[src/hw/rtl/md5_pkg.sv]
// ----------------------------------------------------------------------------
// MD5 package
// Constants, types and round functions shared by the MD5 digest modules.
// ----------------------------------------------------------------------------
`default_nettype none

package md5_pkg;

  typedef logic [31:0] md5_word_t;
  typedef logic [3:0][31:0] md5_chain_t;

  typedef struct packed {
    logic start;
    logic restart;
  } md5_ctrl_t;

  localparam md5_word_t INIT_A = 32'h67452301;
  localparam md5_word_t INIT_B = 32'hefcdab89;
  localparam md5_word_t INIT_C = 32'h98badcfe;
  localparam md5_word_t INIT_D = 32'h10325476;

  localparam logic [7:0] PAD_MARK = 8'h80;
  localparam logic [5:0] LAST_POS = 6'd63;
  localparam logic [5:0] PRE_LEN_POS = 6'd55;
  localparam logic [6:0] LAST_STEP = 7'd65;

  localparam md5_word_t ROUND_CONST [64] = '{
    32'hd76aa478, 32'he8c7b756, 32'h242070db, 32'hc1bdceee,
    32'hf57c0faf, 32'h4787c62a, 32'ha8304613, 32'hfd469501,
    32'h698098d8, 32'h8b44f7af, 32'hffff5bb1, 32'h895cd7be,
    32'h6b901122, 32'hfd987193, 32'ha679438e, 32'h49b40821,
    32'hf61e2562, 32'hc040b340, 32'h265e5a51, 32'he9b6c7aa,
    32'hd62f105d, 32'h02441453, 32'hd8a1e681, 32'he7d3fbc8,
    32'h21e1cde6, 32'hc33707d6, 32'hf4d50d87, 32'h455a14ed,
    32'ha9e3e905, 32'hfcefa3f8, 32'h676f02d9, 32'h8d2a4c8a,
    32'hfffa3942, 32'h8771f681, 32'h6d9d6122, 32'hfde5380c,
    32'ha4beea44, 32'h4bdecfa9, 32'hf6bb4b60, 32'hbebfbc70,
    32'h289b7ec6, 32'heaa127fa, 32'hd4ef3085, 32'h04881d05,
    32'hd9d4d039, 32'he6db99e5, 32'h1fa27cf8, 32'hc4ac5665,
    32'hf4292244, 32'h432aff97, 32'hab9423a7, 32'hfc93a039,
    32'h655b59c3, 32'h8f0ccc92, 32'hffeff47d, 32'h85845dd1,
    32'h6fa87e4f, 32'hfe2ce6e0, 32'ha3014314, 32'h4e0811a1,
    32'hf7537e82, 32'hbd3af235, 32'h2ad7d2bb, 32'heb86d391
  };

  function automatic logic [3:0] md5_word_index(input logic [5:0] idx);
    logic [3:0] n;
    n = idx[3:0];
    case (idx[5:4])
      2'd0:    return n;
      2'd1:    return 4'(n * 4'd5 + 4'd1);
      2'd2:    return 4'(n * 4'd3 + 4'd5);
      default: return 4'(n * 4'd7);
    endcase
  endfunction

  function automatic logic [4:0] md5_rot(input logic [5:0] idx);
    logic [3:0] sel;
    sel = {idx[5:4], idx[1:0]};
    case (sel)
      4'd0:    return 5'd7;
      4'd1:    return 5'd12;
      4'd2:    return 5'd17;
      4'd3:    return 5'd22;
      4'd4:    return 5'd5;
      4'd5:    return 5'd9;
      4'd6:    return 5'd14;
      4'd7:    return 5'd20;
      4'd8:    return 5'd4;
      4'd9:    return 5'd11;
      4'd10:   return 5'd16;
      4'd11:   return 5'd23;
      4'd12:   return 5'd6;
      4'd13:   return 5'd10;
      4'd14:   return 5'd15;
      default: return 5'd21;
    endcase
  endfunction

  function automatic md5_word_t md5_mix(input logic [1:0] rnd, input md5_word_t b,
                                        input md5_word_t c, input md5_word_t d);
    case (rnd)
      2'd0:    return (b & c) | (~b & d);
      2'd1:    return (b & d) | (c & ~d);
      2'd2:    return b ^ c ^ d;
      default: return c ^ (b | ~d);
    endcase
  endfunction

  function automatic md5_word_t md5_rotl(input md5_word_t v, input logic [4:0] s);
    logic [63:0] wide;
    wide = {v, v} << s;
    return wide[63:32];
  endfunction

endpackage

`default_nettype wire

[src/hw/rtl/md5_wbuf.sv]
// ----------------------------------------------------------------------------
// MD5 block buffer
// Sixteen-word message block memory with byte-lane writes and one
// registered read port.
// ----------------------------------------------------------------------------
`default_nettype none

module md5_wbuf
  import md5_pkg::*;
(
  input  wire logic      clk,
  input  wire logic      wr_en,
  input  wire logic [3:0] wr_addr,
  input  wire logic [1:0] wr_lane,
  input  wire logic [7:0] wr_byte,
  input  wire logic [3:0] rd_addr,
  output md5_word_t      rd_data
);

  md5_word_t mem [16];

  always_ff @(posedge clk) begin
    if (wr_en) begin
      mem[wr_addr][{wr_lane, 3'b000} +: 8] <= wr_byte;
    end
    rd_data <= mem[rd_addr];
  end

endmodule

`default_nettype wire

[src/hw/rtl/md5_core.sv]
// ----------------------------------------------------------------------------
// MD5 compression core
// Runs the 64 steps of one block, one step per cycle, fetching message
// words from the block buffer, and holds the chaining value.
// ----------------------------------------------------------------------------
`default_nettype none

module md5_core
  import md5_pkg::*;
(
  input  wire logic       clk,
  input  wire logic       rst,
  input  md5_ctrl_t       ctrl,
  output logic [3:0]      rd_addr,
  input  md5_word_t       rd_data,
  output logic            done,
  output md5_chain_t      chain
);

  typedef enum logic [1:0] {
    C_IDLE,
    C_RUN,
    C_FIN
  } core_state_t;

  core_state_t state;
  logic [6:0]  step;
  md5_word_t   a, b, c, d;
  md5_word_t   kw;
  logic [5:0]  kidx;
  logic [5:0]  ridx;
  md5_word_t   t;

  assign rd_addr = md5_word_index(step[5:0]);
  assign kidx = 6'(step - 7'd1);
  assign ridx = 6'(step - 7'd2);
  assign t = a + md5_mix(ridx[5:4], b, c, d) + kw;

  always_ff @(posedge clk) begin
    if (rst) begin
      state <= C_IDLE;
      step <= '0;
      done <= 1'b0;
      chain <= {INIT_D, INIT_C, INIT_B, INIT_A};
    end else begin
      done <= 1'b0;
      unique case (state)
        C_IDLE: begin
          step <= '0;
          if (ctrl.start) begin
            a <= chain[0];
            b <= chain[1];
            c <= chain[2];
            d <= chain[3];
            state <= C_RUN;
          end
        end
        C_RUN: begin
          kw <= rd_data + ROUND_CONST[kidx];
          if (step >= 7'd2) begin
            a <= d;
            d <= c;
            c <= b;
            b <= b + md5_rotl(t, md5_rot(ridx));
          end
          step <= step + 7'd1;
          if (step == LAST_STEP) begin
            state <= C_FIN;
          end
        end
        C_FIN: begin
          chain[0] <= chain[0] + a;
          chain[1] <= chain[1] + b;
          chain[2] <= chain[2] + c;
          chain[3] <= chain[3] + d;
          done <= 1'b1;
          state <= C_IDLE;
        end
        default: state <= C_IDLE;
      endcase
      if (ctrl.restart) begin
        chain <= {INIT_D, INIT_C, INIT_B, INIT_A};
      end
    end
  end

endmodule

`default_nettype wire

[src/hw/rtl/md5_message_digest_top.sv]
// ----------------------------------------------------------------------------
// MD5 message digest
// Byte-stream MD5 hash engine with a streaming input and a digest output.
// ----------------------------------------------------------------------------
// The input channel takes one item per handshake: tuser selects absorb (0)
// or finish (1), and tdata carries the message byte for an absorb item.
// An absorb item is written into the block buffer; the item
// that completes a 64-byte block is followed by a compression pass
// through the one-step-per-cycle round loop of the core.
// A finish item writes the padding and the bit count one byte per cycle
// (9 to 72 bytes), runs one or two compression passes, and then loads
// the 128-bit digest into the output register, word 0 in the low bits,
// when the output register is free.
// The chaining value and count then restart for a new message.
// The input is ready only while no block work is under way. A digest
// that the receiver has not yet taken does not block further absorb
// items; the next digest waits until the output register is free.
// Reset is synchronous and returns the block to an empty message.
// ----------------------------------------------------------------------------
`default_nettype none

module md5_message_digest_top
  import md5_pkg::*;
(
  input  wire logic         clk,
  input  wire logic         rst,
  input  wire logic         s_tvalid,
  output logic              s_tready,
  input  wire logic [7:0]   s_tdata,   // [7:0] data_byte
  input  wire logic         s_tuser,   // [0] action
  output logic              m_tvalid,
  input  wire logic         m_tready,
  output logic [127:0]      m_tdata    // [31:0] digest_word0, [63:32] digest_word1,
                                       // [95:64] digest_word2, [127:96] digest_word3
);

  typedef enum logic [1:0] {
    S_IDLE,
    S_PAD,
    S_COMP,
    S_EMIT
  } top_state_t;

  top_state_t  state;
  top_state_t  ret_state;
  logic [60:0] byte_count;
  logic [60:0] len_bytes;
  logic [63:0] len_bits;
  logic [5:0]  pad_pos;
  logic        marked;
  logic        len_phase;
  md5_ctrl_t   ctrl;
  logic        accept;
  logic        wr_en;
  logic [5:0]  wr_pos;
  logic [7:0]  wr_byte;
  logic [7:0]  pad_byte;
  logic [3:0]  rd_addr;
  md5_word_t   rd_data;
  logic        done;
  md5_chain_t  chain;

  assign s_tready = (state == S_IDLE);
  assign accept = s_tvalid && s_tready;
  assign len_bits = {len_bytes, 3'b000};

  always_comb begin
    if (!marked) begin
      pad_byte = PAD_MARK;
    end else if (len_phase) begin
      pad_byte = len_bits[{pad_pos[2:0], 3'b000} +: 8];
    end else begin
      pad_byte = 8'h00;
    end
  end

  assign wr_en = (accept && !s_tuser) || (state == S_PAD);
  assign wr_pos = (state == S_PAD) ? pad_pos : byte_count[5:0];
  assign wr_byte = (state == S_PAD) ? pad_byte : s_tdata;

  md5_wbuf u_wbuf (
    .clk     (clk),
    .wr_en   (wr_en),
    .wr_addr (wr_pos[5:2]),
    .wr_lane (wr_pos[1:0]),
    .wr_byte (wr_byte),
    .rd_addr (rd_addr),
    .rd_data (rd_data)
  );

  md5_core u_core (
    .clk     (clk),
    .rst     (rst),
    .ctrl    (ctrl),
    .rd_addr (rd_addr),
    .rd_data (rd_data),
    .done    (done),
    .chain   (chain)
  );

  always_ff @(posedge clk) begin
    if (rst) begin
      state <= S_IDLE;
      ret_state <= S_IDLE;
      byte_count <= '0;
      m_tvalid <= 1'b0;
      ctrl <= '0;
      marked <= 1'b0;
      len_phase <= 1'b0;
    end else begin
      ctrl <= '0;
      if (m_tvalid && m_tready) begin
        m_tvalid <= 1'b0;
      end
      unique case (state)
        S_IDLE: begin
          if (accept) begin
            if (!s_tuser) begin
              byte_count <= byte_count + 61'd1;
              if (byte_count[5:0] == LAST_POS) begin
                ctrl.start <= 1'b1;
                ret_state <= S_IDLE;
                state <= S_COMP;
              end
            end else begin
              len_bytes <= byte_count;
              byte_count <= '0;
              pad_pos <= byte_count[5:0];
              marked <= 1'b0;
              len_phase <= 1'b0;
              state <= S_PAD;
            end
          end
        end
        S_PAD: begin
          marked <= 1'b1;
          pad_pos <= pad_pos + 6'd1;
          if (pad_pos == PRE_LEN_POS && !len_phase) begin
            len_phase <= 1'b1;
          end
          if (pad_pos == LAST_POS) begin
            ctrl.start <= 1'b1;
            ret_state <= len_phase ? S_EMIT : S_PAD;
            state <= S_COMP;
          end
        end
        S_COMP: begin
          if (done) begin
            state <= ret_state;
          end
        end
        S_EMIT: begin
          if (!m_tvalid || m_tready) begin
            m_tdata <= chain;
            m_tvalid <= 1'b1;
            ctrl.restart <= 1'b1;
            state <= S_IDLE;
          end
        end
        default: state <= S_IDLE;
      endcase
    end
  end

endmodule

`default_nettype wire

[config.mk]
export PLATFORM = sky130hd
export DESIGN_NAME = md5_message_digest_top
export DESIGN_NICKNAME = d
export VERILOG_FILES = /design/src/hw/rtl/md5_pkg.sv /design/src/hw/rtl/md5_wbuf.sv /design/src/hw/rtl/md5_core.sv /design/src/hw/rtl/md5_message_digest_top.sv
export SDC_FILE = /design/constraint.sdc
export NUM_CORES = 2
export LEC_CHECK = 0
export BUFFER_PORTS_ARGS = -buffer_cell sky130_fd_sc_hd__buf_4
export CAP_MARGIN = 20
export CELL_PAD_IN_SITES_DETAIL_PLACEMENT = 1
export CELL_PAD_IN_SITES_GLOBAL_PLACEMENT = 1
export CORE_MARGIN = 2
export CORE_UTILIZATION = 46
export DETAILED_ROUTE_END_ITERATION = 6
export GPL_ROUTABILITY_DRIVEN = 0
export PLACE_DENSITY_LB_ADDON = 0.1
export SYNTH_ARGS = -nofsm -noshare
export SYNTH_HDL_FRONTEND = slang
export SYNTH_SLANG_ARGS = --single-unit
[constraint.sdc]
create_clock -name clk -period 10.6 [get_ports clk]
set_clock_uncertainty 0.05 [all_clocks]
set_input_delay 1.06 -clock clk [delete_from_list [all_inputs] [get_ports clk]]
set_output_delay 1.06 -clock clk [all_outputs]
set_load 0.005 [all_outputs]
==> results.sh <==
export IMPL_period_share=0.915
export IMPL_routed_wl_um=198000
export IMPL_area_delta_synth_final_pct=11.9
export IMPL_coreArea_mm2=0.132
export IMPL_final_hold_viol_count=0
export IMPL_drt_pre_antenna_iters=5
export IMPL_synth_area_mm2=0.0611
export IMPL_yosys_warnings=0
export IMPL_setup_tns_ns=0
export IMPL_syn_avg_cell_area_um2=10.6
export IMPL_tightest_slew_ns=1.18
export IMPL_powerDensity_mw_per_mm2=136
export IMPL_cts_root_buf="clkbuf_16"
export IMPL_initial_core_util=0.464
export IMPL_synthArstFlopShare=0
export IMPL_worstHoldStart="u_core.chain[31]$_SDFFE_PP0P_"
export IMPL_ys_seq_area_frac=0.505
export IMPL_nets=6114
export IMPL_fin_util=0.519
export IMPL_post_cts_setup_buffer_count=0
export IMPL_critPathKind="flip-flop to flip-flop"
export IMPL_drtIter0Drc=3900
export IMPL_die_height_um=368
export IMPL_vias_per_cell=6.10
export IMPL_drive_gt1_frac=0.115
export IMPL_end_kind="flip-flop"
export IMPL_yosys_most_used_dff="edfxtp_1"
export IMPL_cp_start_kind="flip-flop"
export IMPL_port_buffers=142
export IMPL_post_cts_resized=0
export IMPL_syn_nets=6055
export IMPL_antenna_found_initial=6
export IMPL_crit_start="u_core.step[3]$_SDFFE_PP0P_"
export IMPL_path_max_fanout=67
export IMPL_ctsLongestPathBuffers=3
export IMPL_hold_path_class="flip-flop to flip-flop"
export IMPL_synth_distinct_cells=106
export IMPL_reg2reg_depth=36
export IMPL_clk_pin_slew_worst_paths_ns=0.06
export IMPL_h_tree_depth=3
export IMPL_rsz0062_at_grt="false"
export IMPL_maxSlewHeadroom=0.216
export IMPL_synth_seq_cells=1107
export IMPL_cts_buffers=118
export IMPL_period_needed_ns=9.70
export IMPL_clkLatencyLatePin_ns=0.78
export IMPL_die_w_um=368
export IMPL_required_ns=11.10
export IMPL_ios=143
export IMPL_cts_hold_buf=0
export IMPL_drv_slew=0
export IMPL_worstReg2RegStart="u_core.step[3]$_SDFFE_PP0P_"
export IMPL_clock_sinks=1107
export IMPL_cpMostUsedCell="o31ai_1"
export IMPL_dp_cells=7417
export IMPL_grt_pass1_vias=46700
export IMPL_stdcell_count=7667
export IMPL_cp_slowest_stage_delay_ns=0.53
export IMPL_drcViolationCount=0
export IMPL_dieArea_mm2=0.136
export IMPL_setup_violations=0
export IMPL_max_freq_mhz=103
export IMPL_ir_worst_vdd_uv=146
export IMPL_synth_cells=5747
export IMPL_cts_tree="built"
export IMPL_grt_pass1_wl_um=298000
export IMPL_ant_nets=0
export IMPL_hold_slack_ns=0.376
export IMPL_dp_hpwl_um=141000
export IMPL_crit_path_top_delay_cell="o31ai_1"
export IMPL_vias=46700
export IMPL_p_leak_nw=24.9
export IMPL_num_rows=133
export IMPL_outcome="completed"
export IMPL_drv_cap=0
export IMPL_whs_path_depth=0
export IMPL_wire_per_inst_um=25.9
export IMPL_gr_total_overflow=0
export IMPL_grt_use_total=0.288
export IMPL_grt_max_degree=125
export IMPL_synth_edff_count=867
export IMPL_cp_arrival_ns=10.20
[per-layer routing]
layer  share of wire  vias to the layer above  wire length [µm]  track usage
met1            0.43                    23700             85200        0.388
li1                -                    21400                 -            -
met4           0.042                        4              8330        0.116
met5         0.00014                        -                27            0
met2            0.48                     1315             95100        0.474
met3           0.049                      341              9810       0.0338
[synthesized netlist by cell type (49+ instances only)]
library cell | n | share of area
nor2b_1 | 72 | 0.0074
mux4_2 | 149 | 0.055
xor2_1 | 112 | 0.016
o21a_1 | 49 | 0.0060
a21oi_1 | 424 | 0.035
a21o_1 | 75 | 0.0092
o211ai_1 | 75 | 0.0092
inv_1 | 206 | 0.013
ha_1 | 253 | 0.052
xnor2_1 | 144 | 0.021
edfxtp_1 | 867 | 0.43
a31oi_1 | 86 | 0.0088
nor3_1 | 98 | 0.0080
nand3_1 | 94 | 0.0077
mux2i_1 | 101 | 0.017
o21ai_0 | 408 | 0.033
clkbuf_1 | 242 | 0.015
nor2_1 | 414 | 0.025
dfxtp_1 | 240 | 0.079
nand2_1 | 855 | 0.053
a211oi_1 | 83 | 0.010
[logic make-up (layout without fill, tap and decap cells)]
logic type                 after synthesis  after routing  synth area share
muxes                                  274            274            0.0760
DFF                                   1107           1107             0.505
buffers and inverters                  522            684            0.0327
other                                    0              3                 0
adders and majority gates              296            296            0.0658
xor gates and xnor gates               258            258            0.0372
AOI/OAI and AO/OA                     1487           1487             0.152
and+or+nand+nor                       1803           1803             0.132
[through the flow]
stage	setup slack (ns)	cell area, µm²	power (mW)
3_3_place_gp	1.42	64000	5.06
5_1_grt	0.252	68300	9.53
3_5_place_dp	1.16	64100	5.07
2_1_floorplan	1.26	61100	4.95
4_1_cts	1.07	68100	9.36
6_report	0.897	68300	9.30
[final timing paths]
kind	slack, ns	end
max	0.90	u_core.b[30]$_DFFE_PP_
min	0.38	m_tdata[31]$_DFFE_PP_
max reg2reg	0.90	u_core.b[30]$_DFFE_PP_
min reg2reg	0.38	m_tdata[31]$_DFFE_PP_
[cells in the final DEF (no fill, tap or decap), types with 86 or more instances in the layout]
master	n
edfxtp_1	867
nand2_1	855
a21oi_1	423
nor2_1	410
o21ai_0	408
ha_1	252
buf_4	244
dfxtp_1	240
inv_1	206
mux4_2	148
xnor2_1	137
clkbuf_16	119
xor2_1	110
mux2i_1	101
nor3_1	97
nand3_1	94
a31oi_1	86
[sequential cells by signal (all words and copies together), names as in the netlist, 2 cells and up]
name / count
u_wbuf.mem: 512
m_tdata: 128
u_core.chain: 128
byte_count: 61
len_bytes: 61
u_core.a: 32
u_core.b: 32
u_core.c: 32
u_core.d: 32
u_core.kw: 32
u_wbuf.rd_data: 32
u_core.step: 7
pad_pos: 6
ctrl: 2
ret_state: 2
state: 2
u_core.state: 2
[power breakdown]
part	internal [mW]	switching, mW	leakage [nW]
logic	0.0802	0.198	13.3
clock network	2.47	1.84	1.96
registers	4.69	0.0214	9.65
total	7.24	2.06	24.9
[area by class of cell]
class,instances,area (µm²)
Multi-Input combinational cell,4118,28500
Clock inverter,72,860
Sequential cell,1107,30800
Tap cell,1755,2200
Clock buffer,151,3210
Fill cell,14100,63300
Timing Repair Buffer,252,1960
Inverter,209,785
Antenna cell,3,7.51
[critical path: cells and delay by family, from the launching register on]
family          cells  cell delay (ns)
flops               1             0.34
xor+xnor            2             0.32
mux                 2             0.56
buf+inv             4             0.60
fa+ha+maj           6             2.13
compound gates     20             5.15
simple gates        2             0.28
No activity file was read; power rests on OpenSTA's default activity.
